==> src/design/fpr_pkg.sv <==
// Shared types, constants and the CRC-8 update for the framed packet receiver.
// Depends on nothing; the top and the receiver core refer to it by scoped names.
package fpr_pkg;

  localparam int PAYLOAD_DEPTH = 32;
  localparam int ADDR_W        = 5;
  localparam int COUNT_W       = 6;

  localparam logic [1:0] KIND_BYTE  = 2'd0;
  localparam logic [1:0] KIND_CLEAR = 2'd1;
  localparam logic [1:0] KIND_READ  = 2'd2;

  localparam logic CFG_START_MARKER = 1'b0;
  localparam logic CFG_MAX_PAYLOAD  = 1'b1;

  localparam logic [7:0]         START_MARKER_RST = 8'd213;
  localparam logic [COUNT_W-1:0] MAX_PAYLOAD_RST  = 6'd32;
  localparam logic [COUNT_W-1:0] DEPTH_LIMIT      = COUNT_W'(PAYLOAD_DEPTH);
  localparam logic [7:0]         CRC_POLY         = 8'h8C;

  typedef enum logic [2:0] {
    PH_START   = 3'd0,
    PH_LEN     = 3'd1,
    PH_PAYLOAD = 3'd2,
    PH_CRC     = 3'd3,
    PH_DONE    = 3'd4
  } phase_t;

  typedef enum logic [1:0] {
    FAULT_NONE   = 2'd0,
    FAULT_NOISE  = 2'd1,
    FAULT_LENGTH = 2'd2,
    FAULT_CRC    = 2'd3
  } fault_t;

  typedef struct packed {
    phase_t             phase;
    fault_t             fault;
    logic [COUNT_W-1:0] count;
  } status_t;

  typedef struct packed {
    logic              we;
    logic [ADDR_W-1:0] addr;
    logic [7:0]        data;
  } wr_port_t;

  function automatic logic [7:0] crc8_maxim(input logic [7:0] crc, input logic [7:0] b);
    logic [7:0] c;
    c = crc ^ b;
    for (int i = 0; i < 8; i++) begin
      if (c[0]) begin
        c = (c >> 1) ^ CRC_POLY;
      end else begin
        c = c >> 1;
      end
    end
    return c;
  endfunction

endpackage

==> src/design/framed_packet_receiver_crc8_top.sv <==
// Top level of the framed packet receiver: input register, receiver core,
// payload store and result register. Depends on fpr_pkg, fpr_rx_core and fpr_ram.
//
// The block takes one item per clock cycle while the result side is not stalled and
// returns one result per item. An item waits in the input register, the receiver
// core updates its state and the CRC in that cycle, and the result register holds
// the status after the item. The payload store is a RAM with a registered read port,
// so a stored byte read by an item appears together with that item's result. While a
// result is stalled, one further item can still be accepted into the input register.
module framed_packet_receiver_crc8_top (
  input  logic                        clk,
  input  logic                        rst_n,
  input  logic                        in_valid,
  output logic                        in_ready,
  input  logic [1:0]                  in_kind,
  input  logic [7:0]                  in_data_byte,
  input  logic [fpr_pkg::ADDR_W-1:0]  in_read_index,
  output logic                        out_valid,
  input  logic                        out_ready,
  output logic [2:0]                  out_rx_phase,
  output logic [1:0]                  out_fault_code,
  output logic                        out_packet_finished,
  output logic [fpr_pkg::COUNT_W-1:0] out_payload_count,
  output logic [7:0]                  out_read_value,
  input  logic                        cfg_valid,
  output logic                        cfg_ready,
  input  logic                        cfg_index,
  input  logic [7:0]                  cfg_data
);

  logic                        in_valid_r;
  logic [1:0]                  kind_r;
  logic [7:0]                  data_r;
  logic [fpr_pkg::ADDR_W-1:0]  idx_r;
  logic                        out_valid_r;
  fpr_pkg::status_t            status_r;
  fpr_pkg::status_t            status_nxt;
  logic                        rd_sel_r;
  logic [7:0]                  start_marker_r;
  logic [fpr_pkg::COUNT_W-1:0] max_payload_r;
  fpr_pkg::wr_port_t           wr;
  logic [7:0]                  rd_data;
  logic                        advance;
  logic                        step;

  assign advance  = !out_valid_r || out_ready;
  assign step     = in_valid_r && advance;
  assign in_ready = !in_valid_r || advance;
  assign cfg_ready = 1'b1;

  always_ff @(posedge clk) begin
    if (!rst_n) begin
      start_marker_r <= fpr_pkg::START_MARKER_RST;
      max_payload_r  <= fpr_pkg::MAX_PAYLOAD_RST;
    end else if (cfg_valid) begin
      unique case (cfg_index)
        fpr_pkg::CFG_START_MARKER: start_marker_r <= cfg_data;
        fpr_pkg::CFG_MAX_PAYLOAD:  max_payload_r  <= cfg_data[fpr_pkg::COUNT_W-1:0];
      endcase
    end
  end

  always_ff @(posedge clk) begin
    if (!rst_n) begin
      in_valid_r <= 1'b0;
    end else if (in_ready) begin
      in_valid_r <= in_valid;
    end
  end

  always_ff @(posedge clk) begin
    if (in_valid && in_ready) begin
      kind_r <= in_kind;
      data_r <= in_data_byte;
      idx_r  <= in_read_index;
    end
  end

  fpr_rx_core u_core (
    .clk          (clk),
    .rst_n        (rst_n),
    .step         (step),
    .kind         (kind_r),
    .data_byte    (data_r),
    .start_marker (start_marker_r),
    .max_payload  (max_payload_r),
    .status_nxt   (status_nxt),
    .wr           (wr)
  );

  fpr_ram #(
    .WIDTH (8),
    .DEPTH (fpr_pkg::PAYLOAD_DEPTH)
  ) u_store (
    .clk   (clk),
    .we    (wr.we),
    .waddr (wr.addr),
    .wdata (wr.data),
    .re    (step && (kind_r == fpr_pkg::KIND_READ)),
    .raddr (idx_r),
    .rdata (rd_data)
  );

  always_ff @(posedge clk) begin
    if (!rst_n) begin
      out_valid_r <= 1'b0;
    end else if (advance) begin
      out_valid_r <= in_valid_r;
    end
  end

  always_ff @(posedge clk) begin
    if (step) begin
      status_r <= status_nxt;
      rd_sel_r <= (kind_r == fpr_pkg::KIND_READ);
    end
  end

  assign out_valid           = out_valid_r;
  assign out_rx_phase        = status_r.phase;
  assign out_fault_code      = status_r.fault;
  assign out_packet_finished = (status_r.phase == fpr_pkg::PH_DONE);
  assign out_payload_count   = status_r.count;
  assign out_read_value      = rd_sel_r ? rd_data : 8'd0;

  a_fault_finishes: assert property (@(posedge clk) disable iff (!rst_n)
    out_valid && (out_fault_code != fpr_pkg::FAULT_NONE) |-> out_packet_finished)
    else $error("fault reported without a finished packet");

  a_count_bound: assert property (@(posedge clk) disable iff (!rst_n)
    out_valid |-> (out_payload_count <= fpr_pkg::DEPTH_LIMIT))
    else $error("payload count beyond store depth");

  a_stall_cause: assert property (@(posedge clk) disable iff (!rst_n)
    !in_ready |-> out_valid && !out_ready)
    else $error("input stalled while result side is free");

  a_result_held: assert property (@(posedge clk) disable iff (!rst_n)
    out_valid && !out_ready |=> out_valid && $stable({out_rx_phase, out_fault_code,
                                                      out_payload_count, out_read_value}))
    else $error("stalled result changed before it was taken");

endmodule

==> src/design/fpr_ram.sv <==
// Generic single-write, single-read RAM with a registered read port.
// Depends on nothing.
module fpr_ram #(
  parameter int WIDTH = 8,
  parameter int DEPTH = 32
) (
  input  logic                     clk,
  input  logic                     we,
  input  logic [$clog2(DEPTH)-1:0] waddr,
  input  logic [WIDTH-1:0]         wdata,
  input  logic                     re,
  input  logic [$clog2(DEPTH)-1:0] raddr,
  output logic [WIDTH-1:0]         rdata
);

  logic [WIDTH-1:0] mem [DEPTH];
  logic [WIDTH-1:0] rdata_r;

  always_ff @(posedge clk) begin
    if (we) begin
      mem[waddr] <= wdata;
    end
    if (re) begin
      rdata_r <= mem[raddr];
    end
  end

  assign rdata = rdata_r;

endmodule

==> src/design/fpr_rx_core.sv <==
// Receiver state machine: phase, fault, CRC, count and announced length.
// Depends on fpr_pkg; drives the payload store write port.
module fpr_rx_core (
  input  logic                          clk,
  input  logic                          rst_n,
  input  logic                          step,
  input  logic [1:0]                    kind,
  input  logic [7:0]                    data_byte,
  input  logic [7:0]                    start_marker,
  input  logic [fpr_pkg::COUNT_W-1:0]   max_payload,
  output fpr_pkg::status_t              status_nxt,
  output fpr_pkg::wr_port_t             wr
);

  fpr_pkg::phase_t             phase_r, phase_nxt;
  fpr_pkg::fault_t             fault_r, fault_nxt;
  logic [7:0]                  crc_r, crc_nxt;
  logic [fpr_pkg::COUNT_W-1:0] count_r, count_nxt;
  logic [fpr_pkg::COUNT_W-1:0] alen_r, alen_nxt;
  logic [fpr_pkg::COUNT_W-1:0] limit;
  logic                        store_ok;

  assign limit    = (max_payload < fpr_pkg::DEPTH_LIMIT) ? max_payload : fpr_pkg::DEPTH_LIMIT;
  assign store_ok = (count_r < fpr_pkg::DEPTH_LIMIT);

  always_comb begin
    phase_nxt = phase_r;
    fault_nxt = fault_r;
    crc_nxt   = crc_r;
    count_nxt = count_r;
    alen_nxt  = alen_r;
    unique case (kind)
      fpr_pkg::KIND_BYTE: begin
        unique case (phase_r)
          fpr_pkg::PH_START: begin
            if (data_byte == start_marker) begin
              phase_nxt = fpr_pkg::PH_LEN;
            end else begin
              phase_nxt = fpr_pkg::PH_DONE;
              fault_nxt = fpr_pkg::FAULT_NOISE;
            end
          end
          fpr_pkg::PH_LEN: begin
            if (data_byte <= {2'b00, limit}) begin
              alen_nxt  = data_byte[fpr_pkg::COUNT_W-1:0];
              phase_nxt = (data_byte == 8'd0) ? fpr_pkg::PH_CRC : fpr_pkg::PH_PAYLOAD;
            end else begin
              phase_nxt = fpr_pkg::PH_DONE;
              fault_nxt = fpr_pkg::FAULT_LENGTH;
            end
          end
          fpr_pkg::PH_PAYLOAD: begin
            if (store_ok) begin
              crc_nxt   = fpr_pkg::crc8_maxim(crc_r, data_byte);
              count_nxt = count_r + 1'b1;
            end
            if (count_nxt >= alen_r) begin
              phase_nxt = fpr_pkg::PH_CRC;
            end
          end
          fpr_pkg::PH_CRC: begin
            phase_nxt = fpr_pkg::PH_DONE;
            if (crc_r != data_byte) begin
              fault_nxt = fpr_pkg::FAULT_CRC;
            end
          end
          default: begin
          end
        endcase
      end
      fpr_pkg::KIND_CLEAR: begin
        phase_nxt = fpr_pkg::PH_START;
        fault_nxt = fpr_pkg::FAULT_NONE;
        crc_nxt   = 8'd0;
        count_nxt = '0;
        alen_nxt  = '0;
      end
      default: begin
      end
    endcase
  end

  always_comb begin
    status_nxt.phase = phase_nxt;
    status_nxt.fault = fault_nxt;
    status_nxt.count = count_nxt;
    wr.we   = step && (kind == fpr_pkg::KIND_BYTE) && (phase_r == fpr_pkg::PH_PAYLOAD) && store_ok;
    wr.addr = count_r[fpr_pkg::ADDR_W-1:0];
    wr.data = data_byte;
  end

  always_ff @(posedge clk) begin
    if (!rst_n) begin
      phase_r <= fpr_pkg::PH_START;
      fault_r <= fpr_pkg::FAULT_NONE;
      crc_r   <= 8'd0;
      count_r <= '0;
      alen_r  <= '0;
    end else if (step) begin
      phase_r <= phase_nxt;
      fault_r <= fault_nxt;
      crc_r   <= crc_nxt;
      count_r <= count_nxt;
      alen_r  <= alen_nxt;
    end
  end

endmodule

==> config.mk <==
export PLATFORM = sky130hd
export DESIGN_NAME = framed_packet_receiver_crc8_top
export DESIGN_NICKNAME = d
export VERILOG_FILES = /design/src/design/fpr_pkg.sv /design/src/design/framed_packet_receiver_crc8_top.sv /design/src/design/fpr_ram.sv /design/src/design/fpr_rx_core.sv
export SDC_FILE = /design/constraint.sdc
export NUM_CORES = 1
export LEC_CHECK = 0
export BUFFER_PORTS_ARGS = -buffer_cell sky130_fd_sc_hd__buf_2
export CELL_PAD_IN_SITES_DETAIL_PLACEMENT = 1
export CELL_PAD_IN_SITES_GLOBAL_PLACEMENT = 1
export CORE_UTILIZATION = 55
export DETAILED_ROUTE_END_ITERATION = 7
export PLACE_DENSITY = 0.88
export SYNTH_ARGS = -nofsm -noshare
export SYNTH_HDL_FRONTEND = slang
export SYNTH_SLANG_ARGS = --single-unit
==> constraint.sdc <==
create_clock -name clk -period 6.13 [get_ports clk]
set_input_delay 0.3065 -clock clk [delete_from_list [all_inputs] [get_ports clk]]
set_output_delay 0.3065 -clock clk [all_outputs]
set_load 0.05 [all_outputs]
==> impl_metrics.csv <==
group,metric,value,unit
timing,drv_slew,0,
synthesis,synth_cell_types,61,
cts,clockRootBuffer,"clkbuf_16",
finish,fillers,2105,
worst_setup_path,startpoint_type,"register",
timing,rsz0062_at_grt,"no",
run,drv_cap,0,
finish,fin_cells,1199,
finish,drive_above_1_share,0.239,
floorplanning,die_h,159,um
synthesis,netlist_instances,774,
placement,post-dp-hpwl,21.2,mm
synthesis,synthArstFlopShare,0,
worst_setup_path,critPathKind,"register to register",
timing,min_period_over_period,0.577,
timing,fin_crit,3.54,ns
finish,design_area,15500,sq um
worst_setup_path,cp_max_fo,10,
finish,syn2layout_area_growth,14.2,%
synthesis,syn_area,13600,sq um
placement,port-buffer-count,50,
placement,gp_congestion,0.859,
synthesis,syn_nets,820,
worst_setup_path,slowest_stage,"nor2_1",
timing,relSlewSlack,0.182,
global_route,grt_max_degree,65,
drt,num_vias,7743,
placement,dp_slack,2.65,ns
synthesis,synth_most_common_cell,"edfxtp_1",
cts,postCtsSetupBuffers,0,
drt,wirelength,35.6,mm
worst_setup_path,critical_path_required,6.25,ns
power,power.density,320,nW/um^2
finish,nets,895,
synthesis,synth_ff_type,"edfxtp_1",
synthesis,yosys-top-cells-count,"edfxtp_1 (291), mux4_2 (80), nand2_1 (53)",
worst_setup_path,crit_path_end_kind,"register",
timing,worstMarginPinSlew,1.22,ns
drt,via_per_inst,6.46,
finish,diodes,0,
synthesis,netlist.area_leader.share,0.642,
floorplanning,io_pins,52,
power,ir_drop,235,uV
worst_setup_path,worstPathCellList,"or3b_4, nor3_4, nor3b_4, nand2_1, nor2_1",
synthesis,yosys.area.top_type,"edfxtp_1",
synthesis,synth_edf_count,291,
placement,dpl_cell_area,14200,sq um
cts,cts.htree.levels,2,
drt,antenna_left,0,
timing,setup_slack,2.59,ns
outcome,outcome,"finished clean",
synthesis,synth-warning-count,0,
cts,cts_buffer_depth,3,
global_route,grt.overflow.total,0,
synthesis,ys_ff_latch,332,
power,switching_share,0.206,
timing,hold_viol,0,
cts,clock-sinks,332,
timing,timing.final.setup_violations,0,
cts,cts_buffers,35,
power,p_int,3.95,mW
power,power_frac_clock,0.443,
worst_setup_path,cp_top_family,"simple AND/OR/NAND/NOR gates",
drt,dr.pass1.iters,5,
timing,holdWs,0.0198,ns
cts,cts_resized,0,
cts,cts.clk_slew.worst_paths,0.06,ns
floorplanning,die_w,159,um
floorplanning,fp-row-count,57,
floorplanning,die_area,25400,sq um
power,combinationalPowerShare,0.055,
floorplanning,initial_core_util,0.559,
global_route,grt.total_usage,0.287,
cts,cts_tree,"done",
worst_setup_path,crit_arrival,3.65,ns
timing,final.setup_skew,0.0161,ns
power,power.switching,1.03,mW
placement,dp_cells,1121,
worst_setup_path,max_stage_delay,1.01,ns
drt,wire_per_inst,29.7,um
global_route,antenna_found_initial,1,
power,total_power,4.97,mW
worst_setup_path,cp.buffers_inverters,0,
finish,final_util,0.639,
timing,max_clock_freq,0.283,GHz
synthesis,synth.top_cells.by_area,"edfxtp_1 (64%), mux4_2 (13%), dfxtp_1 (6.0%)",
cts,insertion_delay,0.52,ns
drt,drt_iter0_markers,679,
global_route,grt_pass1_vias,8366,
drt,route.detailed.drc,0,
global_route,grt_pass1_wl,52.6,mm
floorplanning,core,24300,sq um
timing,setup_tns,0,ns
power,leakage,5.10,nW
power,seqPwrFrac,0.503,
synthesis,ys_seq_area_frac,0.703,
synthesis,avgSynthCellArea,17.6,sq um
min_path,hold_path_class,"primary input to register",
-- cells by family (layout without fill, tap and decap cells) --
| kind of cell | count (synthesis) | count (layout) | share of synthesized area |
|---|---|---|---|
| adder cells (fa/ha/maj) | 17 | 17 | 0.0156 |
| multiplexers | 89 | 89 | 0.140 |
| flip-flops | 332 | 332 | 0.703 |
| AO/OA/AOI/OAI | 73 | 73 | 0.0384 |
| XOR/XNOR | 34 | 34 | 0.0219 |
| AND/OR/NAND/NOR | 175 | 175 | 0.0657 |
| other | 1 | 1 | 0.000276 |
| buffers and inverters | 53 | 154 | 0.0155 |
-- routing by layer --
| metal | global-route usage | share of wire | wire [um] | vias up |
|---|---|---|---|---|
| met4 | 0.119 | 0.035 | 1250 | 2 |
| met2 | 0.498 | 0.52 | 18500 | 421 |
| met1 | 0.363 | 0.38 | 13500 | 4037 |
| met5 | 0 | 0.00037 | 13 | - |
| li1 | - | - | - | 3199 |
| met3 | 0.0448 | 0.064 | 2280 | 84 |
-- worst register-to-register path, stage by stage, from the launching register on --
cell	delay (ns)
dfxtp_1	0.47
or3b_4	0.45
nor3_4	0.32
nor3b_4	0.52
nand2_1	0.36
nor2_1	1.01
-- power groups by stage --
stage / clock [mW] / combinational [mW] / sequential, mW
after floorplan: 0 / 0.160 / 2.56
final: 2.20 / 0.272 / 2.50
after CTS: 2.22 / 0.271 / 2.50
after global placement: 0 / 0.245 / 2.54
after global routing: 2.29 / 0.287 / 2.50
after detailed placement: 0 / 0.260 / 2.55
-- cell usage in the layout (no fill, tap or decap), types with 12 or more instances in the layout --
cell / instances
a21boi_0: 13
buf_2: 50
buf_4: 12
clkbuf_16: 37
dfxtp_1: 41
dlygate4sd3_1: 15
edfxtp_1: 291
ha_1: 17
inv_1: 13
mux4_2: 80
nand2_1: 53
nand3_1: 14
nor2_1: 48
nor2b_1: 14
o21ai_0: 17
xnor2_1: 16
xor2_1: 18
-- state kept, by name, summed over array words and instances, names as in the netlist, 3 cells and up --
signal,flops
u_store.mem,256
data_r,8
start_marker_r,8
u_core.crc_r,8
u_store.rdata,8
max_payload_r,6
out_payload_count,6
u_core.alen_r,6
u_core.count_r,6
idx_r,5
out_rx_phase,3
u_core.phase_r,3
-- what timing repair did --
action,4_1_cts,5_1_grt
setup endpoints to repair,0,0
hold buffers,15,0
hold endpoints to repair,15,0
-- final timing paths --
kind	from	endpoint	slack [ns]	cells after the start
worst max-delay path	u_core.phase_r[1]$_SDFFE_PN0P_	u_store.mem[20][3]$_DFFE_PP_	2.59	5
worst min-delay path	cfg_data[7]	start_marker_r[7]$_SDFFE_PN1P_	0.02	3
worst max register to register	u_core.phase_r[1]$_SDFFE_PN0P_	u_store.mem[20][3]$_DFFE_PP_	2.59	5
worst min register to register	max_payload_r[4]$_SDFFE_PN0P_	max_payload_r[4]$_SDFFE_PN0P_	0.48	2
-- final cells by class --
class                           instances  area [sq um]  share of cell area
Clock buffer                           47           963              0.0620
Clock inverter                         16           230              0.0148
Inverter                               14          52.6             0.00338
Multi-Input combinational cell        389          3830               0.247
Sequential cell                       332          9560               0.615
Tap cell                              324           405              0.0261
Timing Repair Buffer                   77           490              0.0316
Note: power is estimated with default switching activity, not from simulation.
